`config.mk`:
```
export PLATFORM = sky130hd
export DESIGN_NAME = udp_ipv4_header_builder_unit
export DESIGN_NICKNAME = d
export VERILOG_FILES = /design/src/sv/udpb_pkg.sv /design/src/sv/udpb_front.sv /design/src/sv/udpb_jobq.sv /design/src/sv/udpb_back.sv /design/src/sv/udp_ipv4_header_builder_unit.sv
export VERILOG_INCLUDE_DIRS = /design/src /design/src/sv
export SDC_FILE = /design/constraint.sdc
export NUM_CORES = 1
export LEC_CHECK = 0
export ABC_AREA = 1
export BUFFER_PORTS_ARGS = -buffer_cell sky130_fd_sc_hd__buf_2
export CORE_ASPECT_RATIO = 0.5
export CORE_MARGIN = 2
export CORE_UTILIZATION = 45
export CTS_BUF_LIST = sky130_fd_sc_hd__clkbuf_4 sky130_fd_sc_hd__clkbuf_8
export CTS_CLUSTER_SIZE = 20
export DETAILED_ROUTE_END_ITERATION = 7
export MAX_ROUTING_LAYER = met4
export PLACE_DENSITY = 0.65
export REMOVE_ABC_BUFFERS = 1
export SYNTH_ARGS = -nofsm -noshare
export SYNTH_HDL_FRONTEND = slang
export SYNTH_HIERARCHICAL = 1
export SYNTH_SLANG_ARGS = --single-unit
```
`constraint.sdc`:
```
create_clock -name clk -period 6.3 [get_ports clk]
set_input_delay 0.63 -clock clk [delete_from_list [all_inputs] [get_ports clk]]
set_output_delay 0.63 -clock clk [all_outputs]
set_load 0.02 [all_outputs]
```
`src/sv/udp_ipv4_header_builder_unit_defines.svh`:
```
// Assertion helpers for the block's top-level unit.
`ifndef UDP_IPV4_HEADER_BUILDER_UNIT_DEFINES_SVH
`define UDP_IPV4_HEADER_BUILDER_UNIT_DEFINES_SVH

// same-cycle implication, disabled in reset
`define UDPB_ASSERT_NOW(label, ante, cons) \
  label: assert property (@(posedge clk) disable iff (rst) (ante) |-> (cons)) \
    else $error("udpb assertion failed");

// next-cycle implication, disabled in reset
`define UDPB_ASSERT_NEXT(label, ante, cons) \
  label: assert property (@(posedge clk) disable iff (rst) (ante) |=> (cons)) \
    else $error("udpb assertion failed");

`endif

```
`src/sv/udpb_pkg.sv`:
```
package udpb_pkg;

  localparam logic [15:0] MAX_PAYLOAD_BYTES = 16'd65507;

  localparam logic [15:0] IP_LEN_OFFSET  = 16'd28;  // IPv4 + UDP header bytes
  localparam logic [15:0] UDP_LEN_OFFSET = 16'd8;
  localparam logic [7:0]  PROTO_UDP      = 8'd17;
  localparam logic [15:0] IP_VER_TOS     = 16'h4500;
  localparam logic [15:0] IP_FLAGS       = 16'h4000;
  localparam logic [15:0] CKSUM_ALL_ONES = 16'hFFFF;

  // fixed words of the IPv4 header checksum, protocol byte included
  localparam logic [17:0] IP_CONST_SUM =
    18'(IP_VER_TOS) + 18'(IP_FLAGS) + 18'(PROTO_UDP);

  // configuration register indexes
  localparam int CFG_INDEX_W = 3;
  localparam logic [CFG_INDEX_W-1:0] REG_SOURCE_ADDRESS      = 3'd0;
  localparam logic [CFG_INDEX_W-1:0] REG_DESTINATION_ADDRESS = 3'd1;
  localparam logic [CFG_INDEX_W-1:0] REG_SOURCE_PORT         = 3'd2;
  localparam logic [CFG_INDEX_W-1:0] REG_DESTINATION_PORT    = 3'd3;
  localparam logic [CFG_INDEX_W-1:0] REG_TIME_TO_LIVE        = 3'd4;

  localparam logic [31:0] RST_SOURCE_ADDRESS      = 32'h0606_0600;
  localparam logic [31:0] RST_DESTINATION_ADDRESS = 32'h0;
  localparam logic [15:0] RST_SOURCE_PORT         = 16'd6666;
  localparam logic [15:0] RST_DESTINATION_PORT    = 16'd0;
  localparam logic [7:0]  RST_TIME_TO_LIVE        = 8'd50;

  // header word positions
  localparam logic [3:0] W_VER_TOS   = 4'd0;
  localparam logic [3:0] W_TOT_LEN   = 4'd1;
  localparam logic [3:0] W_IDENT     = 4'd2;
  localparam logic [3:0] W_FLAGS     = 4'd3;
  localparam logic [3:0] W_TTL_PROTO = 4'd4;
  localparam logic [3:0] W_HDR_CK    = 4'd5;
  localparam logic [3:0] W_SA_HI     = 4'd6;
  localparam logic [3:0] W_SA_LO     = 4'd7;
  localparam logic [3:0] W_DA_HI     = 4'd8;
  localparam logic [3:0] W_DA_LO     = 4'd9;
  localparam logic [3:0] W_SPORT     = 4'd10;
  localparam logic [3:0] W_DPORT     = 4'd11;
  localparam logic [3:0] W_UDP_LEN   = 4'd12;
  localparam logic [3:0] W_UDP_CK    = 4'd13;

  localparam int JOBQ_DEPTH = 2;
  localparam int JOBQ_AW    = (JOBQ_DEPTH > 1) ? $clog2(JOBQ_DEPTH) : 1;

  typedef struct packed {
    logic [7:0] payload_byte;
    logic       final_byte;
  } item_t;

  typedef struct packed {
    logic [15:0] header_word;
    logic [3:0]  word_index;
    logic        length_error;
    logic        end_of_header;
  } result_t;

  typedef struct packed {
    logic [31:0] source_address;
    logic [31:0] destination_address;
    logic [15:0] source_port;
    logic [15:0] destination_port;
    logic [7:0]  time_to_live;
  } cfg_t;

  // one finished datagram handed from front to back
  typedef struct packed {
    logic [15:0] payload_sum;
    logic [15:0] byte_count;
    logic        overflow;
  } job_t;

  typedef struct packed {
    logic full;
    logic valid;
  } jobq_status_t;

  function automatic logic [15:0] oc_add(input logic [15:0] a, input logic [15:0] b);
    logic [16:0] s;
    s = {1'b0, a} + {1'b0, b};
    return s[15:0] + {15'd0, s[16]};
  endfunction

  // end-around fold of a wide plain sum down to 16 bits
  function automatic logic [15:0] oc_fold(input logic [19:0] x);
    logic [16:0] t;
    t = {1'b0, x[15:0]} + {13'd0, x[19:16]};
    return t[15:0] + {15'd0, t[16]};
  endfunction

endpackage

```
`src/sv/udpb_front.sv`:
```
module udpb_front
  import udpb_pkg::*;
(
  input  logic  clk,
  input  logic  rst,
  input  logic  accept,
  input  item_t item,
  output logic  job_push,
  output job_t  job
);

  logic [15:0] payload_sum;
  logic [15:0] byte_count;
  logic [7:0]  held_high_byte;
  logic        odd_position;
  logic        overflow_seen;

  logic [15:0] pair_word;
  logic [15:0] sum_next;
  logic [15:0] count_next;
  logic        overflow_next;

  // an odd final byte is padded low, so one adder serves both cases
  assign pair_word     = odd_position ? {held_high_byte, item.payload_byte}
                                      : {item.payload_byte, 8'h00};
  assign sum_next      = oc_add(payload_sum, pair_word);
  assign count_next    = (byte_count < MAX_PAYLOAD_BYTES) ? byte_count + 16'd1
                                                          : byte_count;
  assign overflow_next = overflow_seen | (byte_count >= MAX_PAYLOAD_BYTES);

  assign job_push        = accept & item.final_byte;
  assign job.payload_sum = sum_next;
  assign job.byte_count  = count_next;
  assign job.overflow    = overflow_next;

  always_ff @(posedge clk) begin
    if (rst) begin
      payload_sum    <= '0;
      byte_count     <= '0;
      held_high_byte <= '0;
      odd_position   <= 1'b0;
      overflow_seen  <= 1'b0;
    end else if (accept) begin
      if (item.final_byte) begin
        payload_sum    <= '0;
        byte_count     <= '0;
        held_high_byte <= '0;
        odd_position   <= 1'b0;
        overflow_seen  <= 1'b0;
      end else begin
        byte_count    <= count_next;
        overflow_seen <= overflow_next;
        if (odd_position) begin
          payload_sum    <= sum_next;
          held_high_byte <= '0;
          odd_position   <= 1'b0;
        end else begin
          held_high_byte <= item.payload_byte;
          odd_position   <= 1'b1;
        end
      end
    end
  end

endmodule

```
`src/sv/udpb_jobq.sv`:
```
module udpb_jobq
  import udpb_pkg::*;
(
  input  logic         clk,
  input  logic         rst,
  input  logic         push,
  input  job_t         push_job,
  input  logic         pop,
  output job_t         head_job,
  output jobq_status_t status
);

  job_t               entries [JOBQ_DEPTH];
  logic [JOBQ_AW-1:0] wr_ptr;
  logic [JOBQ_AW-1:0] rd_ptr;
  logic [JOBQ_AW:0]   count;

  logic do_push;
  logic do_pop;

  assign status.full  = (count == (JOBQ_AW+1)'(JOBQ_DEPTH));
  assign status.valid = (count != '0);
  assign do_push      = push & ~status.full;
  assign do_pop       = pop & status.valid;
  assign head_job     = entries[rd_ptr];

  function automatic logic [JOBQ_AW-1:0] ptr_inc(input logic [JOBQ_AW-1:0] p);
    return (p == JOBQ_AW'(JOBQ_DEPTH - 1)) ? '0 : p + JOBQ_AW'(1);
  endfunction

  always_ff @(posedge clk) begin
    if (do_push) begin
      entries[wr_ptr] <= push_job;
    end
  end

  always_ff @(posedge clk) begin
    if (rst) begin
      wr_ptr <= '0;
      rd_ptr <= '0;
      count  <= '0;
    end else begin
      if (do_push) begin
        wr_ptr <= ptr_inc(wr_ptr);
      end
      if (do_pop) begin
        rd_ptr <= ptr_inc(rd_ptr);
      end
      unique case ({do_push, do_pop})
        2'b10:   count <= count + (JOBQ_AW+1)'(1);
        2'b01:   count <= count - (JOBQ_AW+1)'(1);
        default: count <= count;
      endcase
    end
  end

endmodule

```
`src/sv/udpb_back.sv`:
```
module udpb_back
  import udpb_pkg::*;
(
  input  logic    clk,
  input  logic    rst,
  input  logic    job_valid,
  input  job_t    job,
  output logic    job_pop,
  input  cfg_t    cfg,
  input  logic    pop,
  output logic    empty,
  output result_t result
);

  logic        active;
  logic [3:0]  idx;
  logic        st1;
  logic        st2;
  logic        st3;
  logic        ck_done;

  logic [15:0] payload_sum;
  logic        overflow;
  logic [15:0] ip_len;
  logic [15:0] udp_len;
  logic [17:0] addr_sum;
  logic [17:0] misc_ip;
  logic [17:0] misc_udp;
  logic [19:0] ip_raw;
  logic [19:0] udp_raw;
  logic [15:0] ip_ck;
  logic [15:0] udp_ck;

  logic        out_valid;
  result_t     out_reg;

  logic        can_emit;
  logic        last_word;
  logic        load;
  logic [15:0] word;
  logic [15:0] udp_ck_raw;

  // words from the header checksum on wait for the checksum pipeline
  assign can_emit  = active & (~out_valid | pop) & ((idx < W_HDR_CK) | ck_done);
  assign last_word = can_emit & (idx == W_UDP_CK);
  assign load      = job_valid & (~active | last_word);
  assign job_pop   = load;

  assign empty  = ~out_valid;
  assign result = out_reg;

  assign udp_ck_raw = ~oc_fold(udp_raw);

  always_comb begin
    unique case (idx)
      W_VER_TOS:   word = IP_VER_TOS;
      W_TOT_LEN:   word = ip_len;
      W_IDENT:     word = 16'h0000;
      W_FLAGS:     word = IP_FLAGS;
      W_TTL_PROTO: word = {cfg.time_to_live, PROTO_UDP};
      W_HDR_CK:    word = ip_ck;
      W_SA_HI:     word = cfg.source_address[31:16];
      W_SA_LO:     word = cfg.source_address[15:0];
      W_DA_HI:     word = cfg.destination_address[31:16];
      W_DA_LO:     word = cfg.destination_address[15:0];
      W_SPORT:     word = cfg.source_port;
      W_DPORT:     word = cfg.destination_port;
      W_UDP_LEN:   word = udp_len;
      W_UDP_CK:    word = udp_ck;
      default:     word = 16'h0000;
    endcase
  end

  // control
  always_ff @(posedge clk) begin
    if (rst) begin
      active    <= 1'b0;
      idx       <= '0;
      st1       <= 1'b0;
      st2       <= 1'b0;
      st3       <= 1'b0;
      ck_done   <= 1'b0;
      out_valid <= 1'b0;
    end else begin
      st1 <= load;
      st2 <= st1;
      st3 <= st2;
      if (load) begin
        ck_done <= 1'b0;
      end else if (st3) begin
        ck_done <= 1'b1;
      end

      if (load) begin
        active <= 1'b1;
        idx    <= W_VER_TOS;
      end else if (last_word) begin
        active <= 1'b0;
      end else if (can_emit) begin
        idx <= idx + 4'd1;
      end

      if (can_emit) begin
        out_valid <= 1'b1;
      end else if (pop) begin
        out_valid <= 1'b0;
      end
    end
  end

  // checksum pipeline, one step per cycle after a job is taken
  always_ff @(posedge clk) begin
    if (load) begin
      payload_sum <= job.payload_sum;
      overflow    <= job.overflow;
      ip_len      <= job.byte_count + IP_LEN_OFFSET;
      udp_len     <= job.byte_count + UDP_LEN_OFFSET;
    end
    if (st1) begin
      addr_sum <= 18'(cfg.source_address[31:16]) + 18'(cfg.source_address[15:0])
                + 18'(cfg.destination_address[31:16])
                + 18'(cfg.destination_address[15:0]);
      misc_ip  <= 18'(ip_len) + 18'({cfg.time_to_live, 8'h00}) + IP_CONST_SUM;
      misc_udp <= 18'(payload_sum) + 18'(cfg.source_port)
                + 18'(cfg.destination_port) + 18'(PROTO_UDP);
    end
    if (st2) begin
      ip_raw  <= 20'(addr_sum) + 20'(misc_ip);
      // UDP length enters the sum twice: header field and pseudo-header
      udp_raw <= 20'(addr_sum) + 20'(misc_udp) + 20'({udp_len, 1'b0});
    end
    if (st3) begin
      ip_ck  <= ~oc_fold(ip_raw);
      udp_ck <= (udp_ck_raw == 16'h0000) ? CKSUM_ALL_ONES : udp_ck_raw;
    end
    if (can_emit) begin
      out_reg.header_word   <= word;
      out_reg.word_index    <= idx;
      out_reg.length_error  <= overflow;
      out_reg.end_of_header <= (idx == W_UDP_CK);
    end
  end

endmodule

```
`src/sv/udp_ipv4_header_builder_unit.sv`:
```
// Builds the IPv4 and UDP headers for a datagram whose payload streams in one
// byte per beat. Payload bytes are taken every cycle while full is low; the
// running ones' complement sum is a single 16-bit end-around adder in the
// front. The byte marked final hands the datagram's sum and length to a job
// queue of JOBQ_DEPTH entries, and full is high only while that queue is
// full. The back end then puts out the fourteen header words, one per cycle
// while pop is held; the two checksums come from a three-step add and fold
// pipeline that runs alongside the first words. Input and output work on
// different datagrams at once, and the slower of the two sets the throughput.
// Configuration writes are expected only while no datagram is in flight.
`include "udp_ipv4_header_builder_unit_defines.svh"

module udp_ipv4_header_builder_unit
  import udpb_pkg::*;
(
  input  logic                   clk,
  input  logic                   rst,
  input  logic                   push,
  output logic                   full,
  input  item_t                  item,
  output logic                   empty,
  input  logic                   pop,
  output result_t                result,
  input  logic                   cfg_write,
  input  logic [CFG_INDEX_W-1:0] cfg_index,
  input  logic [31:0]            cfg_data
);

  cfg_t         cfg;
  jobq_status_t jq_status;
  logic         job_push;
  job_t         front_job;
  job_t         head_job;
  logic         job_pop;
  logic         accept;

  assign full   = jq_status.full;
  assign accept = push & ~full;

  always_ff @(posedge clk) begin
    if (rst) begin
      cfg.source_address      <= RST_SOURCE_ADDRESS;
      cfg.destination_address <= RST_DESTINATION_ADDRESS;
      cfg.source_port         <= RST_SOURCE_PORT;
      cfg.destination_port    <= RST_DESTINATION_PORT;
      cfg.time_to_live        <= RST_TIME_TO_LIVE;
    end else if (cfg_write) begin
      unique case (cfg_index)
        REG_SOURCE_ADDRESS:      cfg.source_address      <= cfg_data;
        REG_DESTINATION_ADDRESS: cfg.destination_address <= cfg_data;
        REG_SOURCE_PORT:         cfg.source_port         <= cfg_data[15:0];
        REG_DESTINATION_PORT:    cfg.destination_port    <= cfg_data[15:0];
        REG_TIME_TO_LIVE:        cfg.time_to_live        <= cfg_data[7:0];
        default: ;
      endcase
    end
  end

  udpb_front u_front (
    .clk      (clk),
    .rst      (rst),
    .accept   (accept),
    .item     (item),
    .job_push (job_push),
    .job      (front_job)
  );

  udpb_jobq u_jobq (
    .clk      (clk),
    .rst      (rst),
    .push     (job_push),
    .push_job (front_job),
    .pop      (job_pop),
    .head_job (head_job),
    .status   (jq_status)
  );

  udpb_back u_back (
    .clk       (clk),
    .rst       (rst),
    .job_valid (jq_status.valid),
    .job       (head_job),
    .job_pop   (job_pop),
    .cfg       (cfg),
    .pop       (pop),
    .empty     (empty),
    .result    (result)
  );

  // within a header run the next word follows at once
  `UDPB_ASSERT_NEXT(a_run_continues, !empty && pop && !result.end_of_header,
    !empty && result.word_index == $past(result.word_index) + 4'd1)
  // the error flag is the same on every word of a run
  `UDPB_ASSERT_NEXT(a_error_steady, !empty && pop && !result.end_of_header,
    result.length_error == $past(result.length_error))
  // end of header marks exactly the last word
  `UDPB_ASSERT_NOW(a_end_marks_last, !empty,
    result.end_of_header == (result.word_index == W_UDP_CK))

endmodule

```
Word-level counts from Yosys, hierarchy flattened

Memory sizes are Yosys's and may differ from the RTL's. A register that Yosys moved wholly into a read port is not among the register bits.
Index checks and enable logic that the tools add are counted.

Add/subtract/negate cells: 25
Multiply operators: 0
Div/mod/pow operators: 0
$lt $le $gt $ge: 3
Equality and inequality tests: 19
Shift-type cells: 0
Muxes and demuxes: 22
Bitwise operators: 18
Reduce and logical (&&, ||, !) cells: 16

Operators by type and width:

| kind                                                | count |
|---|---|
| one-hot mux 16 bit (13 select lines)                | 1 |
| 2-to-1 mux 16 bit                                   | 5 |
| adder 16 x 16 -> 17 bit                             | 4 |
| adder 18 x 16 -> 18 bit                             | 3 |
| adder 16 x 1 -> 16 bit                              | 3 |
| adder 18 x 18 -> 19 bit                             | 2 |
| adder 16 x 4 -> 17 bit                              | 2 |
| NOT 16 bit                                          | 2 |
| equality test 4 bit, second input constant          | 6 |
| adder 20 x 17 -> 20 bit                             | 1 |
| adder 18 x 16 -> 18 bit, second input constant      | 1 |
| adder 18 x 5 -> 18 bit, second input constant       | 1 |
| adder 16 x 1 -> 16 bit, second input constant       | 1 |
| adder 16 x 4 -> 16 bit, second input constant       | 1 |
| adder 16 x 5 -> 16 bit, second input constant       | 1 |
| equality test 4 x 3 -> 1 bit, second input constant | 4 |
| >= comparator 16 bit, second input constant         | 1 |
| logical NOT 16 bit                                  | 1 |
| less-than comparator 16 bit, second input constant  | 1 |
| 2-to-1 mux 8 bit                                    | 2 |
| AND reduction 2 bit                                 | 7 |
| 2-to-1 mux 1 bit                                    | 13 |
| nonzero test 2 bit                                  | 5 |
| bitwise AND 1 bit                                   | 8 |
| 18 further kinds                                    | 27 |

Register bits after elaboration: 357
Bits in latches: 0
Memory bits (writable): 66
Bits in read-only memories: 0
Input port bits: 49
Output and inout port bits: 24
Logic and storage cells: 139
Memories: 1

Memories:

| memory         | depth | width | rd ports | clocked after Yosys merged registers in | write ports | line            | text |
|---|---|---|---|---|---|---|---|
| u_jobq.entries | 2     | 33    | 1        | 1                                       | 1           | udpb_jobq.sv:13 | `job_t entries [JOBQ_DEPTH];` |

Depth between registers and ports, before layout

Gate-level depths: netlist of the first run.

Word-level depth: 10
Mapped depth: 27
Gate-level depth less buffers: 25

By module

Netlist of the first run, hierarchy kept.

By module, submodules not included:

| module                       | instances | cells an instance | area an instance (um2) | sequential area each (um2) |
|---|---|---|---|---|
| udpb_back                    | 1         | 1565              | 14918.1                | 6025.8 |
| udp_ipv4_header_builder_unit | 1         | 601               | 4121.5                 | 2082.0 |
| udpb_front                   | 1         | 617               | 3618.5                 | 840.8 |
| udpb_jobq                    | 1         | 143               | 2786.4                 | 2082.0 |

Worst setup path before layout of the first run

Ideal clock, no wire load.

Path type: register to register
Start point: register u_front.odd_position
End point: memory u_jobq/entries[0][31] (netlist bit) (data pin)
Library setup time: 0.258 ns
Data arrival time: 3.279 ns
Data required time: 6.042 ns
Slack: 2.763 ns
Stages on the path, launching flop included: 25
Buffers on the path: 2
Period minus slack after synthesis: 3.537 ns
Path through: dfxtp_1 > buf_2 > buf_1 > nand2_1 > inv_1 > ha_1 > inv_1 > fa_1 > inv_1 > nand2_1 > nand3_2 > nand2_1 > nand2_1 > a21oi_1 > o21bai_1 > ha_1 > ha_1 > inv_1 > nor2_2 > nand4_1 > nor2_4 > nand2_2 > nor2_4 > nand3_1 > and2_1

RTL lines:

| what                   | line             | text |
|---|---|---|
| start, declared        | udpb_front.sv:15 | `logic odd_position;` |
| start signal, assigned | udpb_front.sv:41 | `odd_position <= 1'b0;` |
| start signal, assigned | udpb_front.sv:48 | `odd_position <= 1'b0;` |
| start signal, assigned | udpb_front.sv:56 | `odd_position <= 1'b0;` |
| end, declared          | udpb_jobq.sv:13  |  |

==> impl_metrics.py, run 1 <==
metrics = {
    "power": {
        "cell_internal_pwr_w": 0.005243,
        "report.power.total_w": 0.007654,
        "switching_power_w": 0.002411,
        "combPwrFrac": 0.228,
        "p_per_area_nw_per_um2": 273.8,
        "p_seq_frac": 0.444,
        "p_clk_frac": 0.328,
        "netSwitchingFraction": 0.3150,
        "ir_drop_v": 0.0001424,
        "p_leak_nw": 12.17,
    },
    "floorplan": {
        "rows": 61,
        "io_pins": 73,
        "die_h_um": 172.1,
        "die_width_um": 340.3,
        "dieArea_um2": 58580,
        "coreArea_um2": 55720,
        "start_util": 0.4567,
    },
    "route": {
        "drt-total-wl_um": 69590,
        "drc": 0,
        "antenna_left": 0,
        "drt_iter0_drc": 1768,
        "wire_per_inst_um": 18.20,
        "num_vias": 19870,
        "dr.pass1.iters": 6,
        "routed_via_density": 5.196,
    },
    "timing": {
        "slew_viol_final": 0,
        "hold_violations": 0,
        "timing.hold.ws_ps": 219.9,
        "tightest_slew_ps": 1328,
        "setup_slack_ps": 2036,
        "max_slew_margin": 0.1111,
        "final.min_clock_period_ps": 4264,
        "fmax_ghz": 0.2345,
        "min_period_over_period": 0.6768,
        "setup_violations": 0,
        "grt_setup_unrepaired": "no",
        "setup-tns-final_ps": 0,
        "skew_ps": 37.18,
    },
    "worst_setup_path": {
        "path_cells": "clkinv_1 > nand2_1 > nand2_1 > ha_1 > nand2_1 > nor2_1 > and2_1 > nand2_1 > nand2_1 > a21oi_1 > o21bai_1 > ha_1 > ha_1 > inv_1 > nor2_2 > nand4_1 > nor2_4 > nand2_2 > nor2_4 > nand3_1 > and2_1",
        "critPathKind": "flop to flop",
        "worst-path-buf-inv": 2,
        "path_max_fanout": 19,
        "worst-endpoint-arrival_ps": 4640,
        "worstPathRequired_ps": 6670,
        "cp_slowest_stage_delay_ps": 720,
        "crit_path_frequent_cell": "nand2_1",
        "cp-end-kind": "flop",
        "critPathTopFamily": "simple AND/OR/NAND/NOR gates",
        "r2r-start": "u_front/odd_position",
        "crit_slowest_cell": "dfxtp_1",
        "critPathLaunch": "u_front/odd_position",
        "cp-start-kind": "flop",
    },
    "cts": {
        "cts_hold_buffers": 0,
        "cts_tree": "done",
        "clockBufferDepth": 3,
        "clkTransAtPathRegs_ps": 70,
        "clk_latency_ps": 640,
        "clock-root-buffer": "clkbuf_8",
        "cts_resized": 0,
        "htree_levels": 3,
        "cts_buffers": 67,
        "clock-sinks": 421,
        "postCtsSetupBuffers": 0,
    },
    "place": {
        "dp_hpwl_um": 52720,
        "pre_cts_slack_ps": 2102,
        "place_congestion": 0.9693,
        "port_buffers": 72,
        "dpl.cell_count": 3705,
    },
    "finish": {
        "drive_gt1_frac": 0.1082,
        "final_nets": 3282,
        "stdcell_count": 3824,
        "antenna_cells": 0,
        "syn_to_final_growth_pct": 9.874,
    },
    "synthesis": {
        "syn_area_um2": 25440,
        "synth-seq-area-share": 0.4335,
        "ys_async_sr_fraction": 0,
        "yosysWarnings": 6,
        "synth_area_per_cell_um2": 8.696,
        "synth_cell_type_count": 59,
        "synthCells": 2926,
        "yosys_most_used_dff": "edfxtp_1",
        "synth_edf_count": 260,
        "ys_ff_latch": 421,
    },
    "job": {
        "maxCapViolations": 0,
    },
    "run_status": {
        "outcome": "finished clean",
    },
    "global_route": {
        "grt_max_degree": 105,
        "overflow": 0,
        "antenna_found_initial": 0,
        "grt_usage": 0.2456,
        "first_global_vias": 18600,
        "grt_pass1_wl_um": 106000,
    },
    "worst_hold_path": {
        "min-delay-path-class": "input port to flop",
        "hp-start": "cfg_data[3]",
    },
}
-- cell type report --
| type | count | area, um2 |
|---|---|---|
| Inverter | 392 | 1471 |
| Sequential cell | 421 | 11030 |
| Tap cell | 756 | 945.9 |
| Clock inverter | 27 | 232.7 |
| Multi-Input combinational cell | 2042 | 12580 |
| Timing Repair Buffer | 94 | 525.5 |
| Clock buffer | 92 | 1166 |
| Fill cell | 5324 | 27760 |
-- routing by layer --
| metal | vias to the layer above | global-route usage | wire length [um] | part of all wire |
|---|---|---|---|---|
| met5 | - | - | 0 | 0 |
| met4 | 0 | 0.08868 | 2467 | 0.035 |
| met3 | 128 | 0.05013 | 5317 | 0.076 |
| met2 | 620 | 0.3688 | 29970 | 0.43 |
| met1 | 9323 | 0.3304 | 31830 | 0.46 |
| li1 | 9797 | - | - | - |
-- worst reg2reg max path, stage by stage (launching register included) --
cell and delay (ps):
dfxtp_1 720, clkinv_1 490, nand2_1 150, nand2_1 60, ha_1 390, nand2_1 130, nor2_1 130, and2_1 130
nand2_1 60, nand2_1 90, a21oi_1 90, o21bai_1 160, ha_1 190, ha_1 170, inv_1 50, nor2_2 140
nand4_1 160, nor2_4 130, nand2_2 90, nor2_4 180, nand3_1 130, and2_1 190
-- path summary, 6_finish.rpt --
check	cells after the start	endpoint	slack (ps)
worst min-delay path	3	cfg[27]	220
worst max register to register	21	u_jobq/entries[1][29]	2040
worst max-delay path	21	u_jobq/entries[1][29]	2040
worst min register to register	0	u_back/result[1]	440
-- state kept, by name (all words and copies together) (netlist names), 2 cells and up, named ones only --
name and flops:
cfg 104, u_jobq/entries 66, u_back/result 22, u_back/udp_raw 20
u_back/ip_raw 19, u_back/addr_sum 18, u_back/misc_ip 18, u_back/misc_udp 18
u_back/ip_ck 16, u_back/ip_len 16, u_back/payload_sum 16, u_back/udp_ck 16
u_front/byte_count 16, u_front/payload_sum 16, u_back/udp_len 14, u_front/held_high_byte 8
u_back/idx 4, u_jobq/count 2
-- power by group through the flow --
stage | sequential (W) | combinational (W) | clock [W]
after floorplan | 0.00343 | 0.00123 | 0
after global placement | 0.00345 | 0.00170 | 0
after detailed placement | 0.00345 | 0.00173 | 0
after CTS | 0.00339 | 0.00174 | 0.00255
after global routing | 0.00341 | 0.00196 | 0.00267
final | 0.00340 | 0.00175 | 0.00251
-- kinds of logic (layout without fill, tap and decap cells) --
group | Yosys count | after routing | synth area share
adders and majority gates | 215 | 215 | 0.1261
AOI/OAI and AO/OA | 295 | 295 | 0.06933
muxes | 33 | 33 | 0.01903
buffers and inverters | 463 | 605 | 0.07292
DFF | 421 | 421 | 0.4335
xor gates and xnor gates | 136 | 136 | 0.04770
and+or+nand+nor | 1363 | 1363 | 0.2314
-- Yosys cell counts (29+ instances only) --
cell / instances / area, um2
o21ai_0: 61 / 305.3
nand2_1: 655 / 2459
mux2_4: 30 / 450.4
xnor2_1: 31 / 271.5
clkbuf_1: 29 / 108.9
a221oi_1: 33 / 289.0
a21oi_1: 128 / 640.6
dfxtp_1: 161 / 3223
nand2_2: 33 / 206.5
nand3_1: 232 / 1161
fa_1: 69 / 1381
nor2_1: 332 / 1246
inv_1: 377 / 1415
ha_1: 146 / 1827
xor2_1: 102 / 893.4
edfxtp_1: 260 / 7807
-- through the flow --
step | utilization | area (um2)
floorplan | - | 25060
global placement | 0.4767 | 26560
detailed placement | 0.4767 | 26560
CTS | 0.5018 | 27960
global route | 0.5018 | 27960
finish | 0.5018 | 27960
-- layout by cell type, fill, tap and decap left out, types with 16 or more instances in the layout --
cell type  Yosys  layout
nor3_1        22      21
xnor2_1       31      31
dfxtp_1      161     158
o21ai_0       61      61
nand3_1      232     232
buf_4          4      22
edfxtp_1     260     260
nor2_2        12      16
xor2_1       102     102
a221oi_1      33      33
clkbuf_4       0      16
buf_2         22      72
inv_1        377     376
mux2_4        30      30
clkbuf_8       0      76
nand2_1      655     655
nand4_1       26      26
fa_1          69      69
ha_1         146     146
clkinv_1       4      17
nor2_1       332     327
nand2_2       33      33
a21oi_1      128     128
(Power assumes the default switching activity.)
==> run 2, diff against run 1 <==
Settings changed: ABC_AREA 1 to 0.
Clock period 6.3 ns to 4.04 ns, I/O delays scaled along.
==> run 2 against run 1 <==
Compared with the run above: largest cell class unchanged; clock power grew 65%; critical endpoint is now u_back/udp_ck[9]; core utilization grew 1.3 points; clock-buffer cell count grew 1; setup slack lost 1900 ps; sequential share of layout area grew 0.22 points; worst hold slack lost 180 ps.
==> impl_metrics.py, run 2 <==
metrics = {
    "finish": {
        "largest_register_ffs": 104,
        "seq_area_um2": 11030,
        "top_register": "cfg",
        "layout_common_cells": "edfxtp_1, dfxtp_1, inv_1",
        "postLayoutCoreUtil": 0.5144,
        "layout_commonest_cell": "edfxtp_1",
        "syn_to_final_growth_pct": 12.40,
        "antenna_cells": 0,
        "nFillCells": 4820,
        "multi_input_area_um2": 12890,
        "drive_gt1_frac": 0.1531,
        "final_nets": 2625,
    },
    "place": {
        "port_buffers": 72,
        "place_congestion": 0.9286,
        "dp_hpwl_um": 49190,
        "pre_cts_slack_ps": -92.39,
    },
    "timing": {
        "min_period_over_period": 0.9556,
        "hold_violations": 0,
        "max_slew_margin": 0.2462,
        "tightest_slew_ps": 1130,
        "setup_slack_ps": 179.3,
        "skew_ps": 45.22,
        "slew_viol_final": 0,
        "fmax_ghz": 0.2590,
        "final.min_clock_period_ps": 3861,
        "setup_violations": 0,
        "grt_setup_unrepaired": "yes",
    },
    "worst_hold_path": {
        "hp-start": "cfg_data[28]",
        "min-delay-path-class": "input port to flop",
        "hold_end": "cfg[68]",
        "whs_path_depth": 3,
    },
    "synthesis": {
        "synth.top_cell.area_share": 0.3156,
        "ys_top_cells_by_area": "edfxtp_1, dfxtp_1, ha_1, fa_1, mux2i_1",
        "synth_edf_count": 260,
        "yosysTopAreaCell": "edfxtp_1",
        "ys_ff_latch": 421,
        "synth-seq-area-share": 0.4460,
        "synthCells": 2237,
        "ys_async_sr_fraction": 0,
        "synth_cell_type_count": 111,
        "syn_area_um2": 24730,
        "synth_common_cells": "edfxtp_1, dfxtp_1, inv_1",
        "yosys_most_used_dff": "edfxtp_1",
        "synth_area_per_cell_um2": 11.06,
        "yosysWarnings": 6,
        "synthMostInstantiatedCell": "edfxtp_1",
    },
    "route": {
        "wire_per_inst_um": 21.17,
        "num_vias": 17590,
        "antenna_left": 0,
        "dr.pass1.iters": 7,
        "routed_via_density": 5.622,
        "drc": 0,
        "drt-total-wl_um": 66240,
        "drt_iter0_drc": 1561,
    },
    "run_status": {
        "outcome": "finished clean",
    },
    "cts": {
        "clock-sinks": 421,
        "clk_latency_ps": 650,
        "cts_tree": "done",
        "clkTransAtPathRegs_ps": 60,
        "clockBufferDepth": 3,
        "htree_levels": 3,
        "cts_buffers": 67,
        "cts_hold_buffers": 0,
        "clock-root-buffer": "clkbuf_8",
    },
    "global_route": {
        "first_global_vias": 16970,
        "grt_usage": 0.2392,
        "overflow": 0,
        "grt_pass1_wl_um": 99250,
        "antenna_found_initial": 3,
        "grt_max_degree": 150,
    },
    "worst_setup_path": {
        "worst-endpoint-arrival_ps": 4330,
        "crit_slowest_cell": "or4_4",
        "cp_slowest_stage_delay_ps": 620,
        "critPathTopFamily": "simple AND/OR/NAND/NOR gates",
        "path_cells": "ha_1 > inv_1 > fa_2 > and2b_1 > o311a_2 > and4_1 > ha_2 > ha_4 > nand4_4 > or4_4 > or4_1 > a21oi_2 > o2111ai_2 > buf_6 > nand2b_1",
        "cp-end-kind": "flop",
        "worst-path-buf-inv": 2,
        "cp-start-kind": "flop",
        "reg2reg_depth": 15,
        "r2r-end": "u_back/udp_ck[9]",
        "r2r-start": "u_back/udp_raw[0]",
        "r2r_slack_ps": 180,
        "path_max_fanout": 8,
        "critPathKind": "flop to flop",
        "worstPathRequired_ps": 4510,
    },
    "job": {
        "maxCapViolations": 0,
    },
    "floorplan": {
        "die_width_um": 335.6,
        "start_util": 0.4576,
        "rows": 60,
        "dieArea_um2": 56970,
        "io_pins": 73,
        "coreArea_um2": 54050,
        "die_h_um": 169.8,
    },
    "power": {
        "p_leak_nw": 11.11,
        "p_per_area_nw_per_um2": 471.2,
        "ir_drop_v": 0.0002892,
    },
}
[run 2: cell type report]
cell class                 count  area share
multi-input combinational   1581      0.4635
sequential                   421      0.3969
clock buffer                  93     0.04131
timing repair buffer         138     0.03267
tap                          713     0.03209
inverter                     152     0.02052
clock inverter                31     0.01301
[run 2: worst max path at each step]
stage                              start                 endpoint  slack [ps]  cells after the start
finish                 u_back/udp_raw[0]         u_back/udp_ck[9]         180                     15
global route        u_front/odd_position  u_front/payload_sum[14]         -60                     20
CTS                    u_back/udp_raw[0]         u_back/udp_ck[9]          10                     15
detailed placement               item[1]  u_front/payload_sum[14]         -90                     21
global placement       u_back/udp_raw[0]         u_back/udp_ck[9]          70                     15
floorplan              u_back/udp_raw[0]         u_back/udp_ck[3]         -70                     14
[run 2: cells by family (layout without fill, tap and decap cells)]
group	count (synthesis)	count (layout)	share of synthesized area
AOI/OAI and AO/OA	396	396	0.1156
xor gates and xnor gates	178	178	0.06303
adders and majority gates	215	215	0.1297
buffers and inverters	235	414	0.03966
DFF	421	421	0.4460
muxes	150	150	0.06283
and+or+nand+nor	642	642	0.1433
[run 2: per-stage QoR]
| step | instances | hold slack [ps] | instance area, um2 | TNS (ps) | total power, W |
|---|---|---|---|---|---|
| finish | 3129 | 42.80 | 27800 | 0 | 0.01310 |
| global route | 3129 | 30.22 | 27800 | -70.37 | 0.01373 |
| CTS | 3120 | 6.270 | 27560 | 0 | 0.01312 |
| detailed placement | 2995 | 405.2 | 26040 | -704.1 | 0.008960 |
| global placement | 2995 | 409.2 | 26040 | 0 | 0.008918 |
| floorplan | 2154 | 400.3 | 24320 | -170.0 | 0.007785 |
[run 2: metal layers]
layer	share of wire	vias up	GRT usage
li1	-	8317	-
met1	0.46	8599	0.3250
met2	0.43	567	0.3573
met3	0.083	108	0.05576
met4	0.026	0	0.06804
met5	0	-	-
[run 2: report_power, final]
| group | total, W | switching [W] | internal [W] |
|---|---|---|---|
| Clock | 0.00415 | 0.00183 | 0.00232 |
| Sequential | 0.00556 | 0.000356 | 0.00520 |
| Combinational | 0.00340 | 0.00199 | 0.00140 |
| Total | 0.0131 | 0.00417 | 0.00893 |
[run 2: repair_timing]
item | in CTS | in global routing
cloned | 0 | 1
endpoints found under the setup margin | 15 | 41
gates resized for setup | 2 | 34
pin swaps | 0 | 16
buffers inserted | 1 | 8
[run 2: worst min-delay path: cells and delay by family]
kind | cells | cell delay (ps)
buf+inv | 1 | 90
mux | 1 | 70
simple gates | 1 | 80
==> run 3, diff against run 2 <==
Settings changed: SLEW_MARGIN set to 20.
Clock period 4.04 ns to 5 ns, I/O delays scaled along.
==> run 3 against run 2 <==
Compared with the run above: core utilization is 1.3 points lower; first-iteration DRC count is 0.51% lower; wire length is 2.2% lower; die area stayed put; combinational power is 21% lower; final cell count is 1.4% lower; critical path type unchanged; critical endpoint is now u_back/udp_ck[14]; largest cell class unchanged; largest power group unchanged.
==> impl_metrics.py, run 3 (same netlist as run 2, synthesis figures left out) <==
metrics = {
    "run_status": {
        "outcome": "finished clean",
    },
    "floorplan": {
        "io_pins": 73,
        "coreArea_um2": 54050,
        "die_width_um": 335.6,
        "die_h_um": 169.8,
        "dieArea_um2": 56970,
        "rows": 60,
        "start_util": 0.4576,
    },
    "worst_hold_path": {
        "hp-start": "cfg_data[18]",
        "min-delay-path-class": "input port to flop",
        "hold_end": "cfg[58]",
        "whs_path_depth": 3,
    },
    "timing": {
        "timing.hold.ws_ps": 145.3,
        "skew_ps": 29.04,
        "setup-tns-final_ps": 0,
        "setup_violations": 0,
        "hold_violations": 0,
        "tightest_slew_ps": 1118,
        "final.min_clock_period_ps": 4552,
        "fmax_ghz": 0.2197,
        "slew_viol_final": 0,
        "max_slew_margin": 0.2545,
        "min_period_over_period": 0.9104,
        "grt_setup_unrepaired": "no",
    },
    "global_route": {
        "first_global_vias": 16550,
        "antenna_found_initial": 1,
        "grt_max_degree": 92,
        "grt_pass1_wl_um": 98280,
        "overflow": 0,
        "grt_usage": 0.2370,
    },
    "cts": {
        "postCtsSetupBuffers": 0,
        "clkTransAtPathRegs_ps": 60,
        "clock-sinks": 421,
        "htree_levels": 3,
        "cts_buffers": 66,
        "cts_tree": "done",
        "cts_resized": 0,
        "cts_hold_buffers": 0,
        "clockBufferDepth": 3,
        "clk_latency_ps": 640,
        "clock-root-buffer": "clkbuf_8",
    },
    "finish": {
        "syn_to_final_growth_pct": 9.662,
        "layout_commonest_cell": "edfxtp_1",
        "drive_gt1_frac": 0.1261,
        "top_register": "cfg",
        "postLayoutCoreUtil": 0.5018,
        "antenna_cells": 0,
        "final_nets": 2582,
        "layout_common_cells": "edfxtp_1, dfxtp_1, inv_1",
        "largest_register_ffs": 104,
    },
    "route": {
        "drt_iter0_drc": 1553,
        "num_vias": 17150,
        "drc": 0,
        "wire_per_inst_um": 21.00,
        "drt-total-wl_um": 64800,
        "dr.pass1.iters": 6,
        "routed_via_density": 5.558,
        "antenna_left": 0,
    },
    "power": {
        "p_per_area_nw_per_um2": 375.5,
        "p_leak_nw": 10.79,
        "ir_drop_v": 0.0001666,
    },
    "job": {
        "maxCapViolations": 0,
    },
    "worst_setup_path": {
        "r2r-start": "u_back/udp_raw[0]",
        "path_max_fanout": 12,
        "cp-start-kind": "flop",
        "r2r_slack_ps": 450,
        "cp-end-kind": "flop",
        "r2r-end": "u_back/udp_ck[14]",
        "critPathKind": "flop to flop",
        "reg2reg_depth": 15,
        "worst-endpoint-arrival_ps": 5030,
        "worstPathRequired_ps": 5480,
    },
    "place": {
        "place_congestion": 0.9595,
        "dp_hpwl_um": 48130,
        "port_buffers": 72,
    },
}
-- run 3: changes by cell type in the layout (fill, tap and decap cells not counted), moves of 3 or more --
| cell | delta |
|---|---|
| a21oi_1 | +3 |
| clkinv_1 | +5 |
| a21oi_2 | -3 |
| bufinv_16 | -6 |
| inv_6 | -3 |
| ha_1 | +8 |
| ha_4 | -6 |
| buf_4 | -38 |
-- run 3: cell type report --
cell class                 instances  area, um2
clock buffer                      96       1177
fill                            4844      26930
multi-input combinational       1581      12730
timing repair buffer              96      555.5
sequential                       421      11030
inverter                         152      570.5
tap                              713      892.1
clock inverter                    26      161.4
-- run 3: critical path, stage by stage (launching register included) --
cell and delay, ps:
edfxtp_1 320, ha_1 190, inv_1 60, fa_1 390, and2b_1 300, o311a_2 290
and4_1 250, ha_1 190, ha_1 250, nand4_4 120, or4_1 680, or4_1 510
a21oi_1 170, o2111ai_2 360, buf_4 280, nand2_1 70
-- run 3: worst max path at each step --
stage                 startpoint                 to  slack, ps  cells after the start
2_1_floorplan  u_back/udp_raw[0]   u_back/udp_ck[3]        890                     14
3_3_place_gp   u_back/udp_raw[0]  u_back/udp_ck[13]        510                     15
3_5_place_dp   u_back/udp_raw[0]  u_back/udp_ck[11]        410                     15
4_1_cts        u_back/udp_raw[0]  u_back/udp_ck[14]        400                     15
5_1_grt        u_back/udp_raw[0]  u_back/udp_ck[14]         80                     15
6_report       u_back/udp_raw[0]  u_back/udp_ck[14]        450                     15
-- run 3: report_power, final --
group          switching, W  internal (W)
clock network       0.00142       0.00158
registers          0.000283       0.00420
logic               0.00162       0.00107
-- run 3: metrics by stage --
stage / setup WS [ps] / instances / cell area [um2] / power [W]
floorplan: 885.5 / 2154 / 24320 / 0.006290
CTS: 396.2 / 3085 / 27120 / 0.01025
global route: 84.22 / 3085 / 27120 / 0.01073
global placement: 513.8 / 2963 / 25780 / 0.007180
detailed placement: 413.1 / 2963 / 25790 / 0.007213
finish: 448.1 / 3085 / 27120 / 0.01018
-- run 3: metal layers --
metal	wire, um	track usage	part of all wire	vias up
li1	-	-	-	8245
met1	30230	0.3253	0.47	8284
met2	27440	0.3451	0.42	520
met3	5599	0.06090	0.086	97
met4	1525	0.06863	0.024	0
met5	0	-	0	-
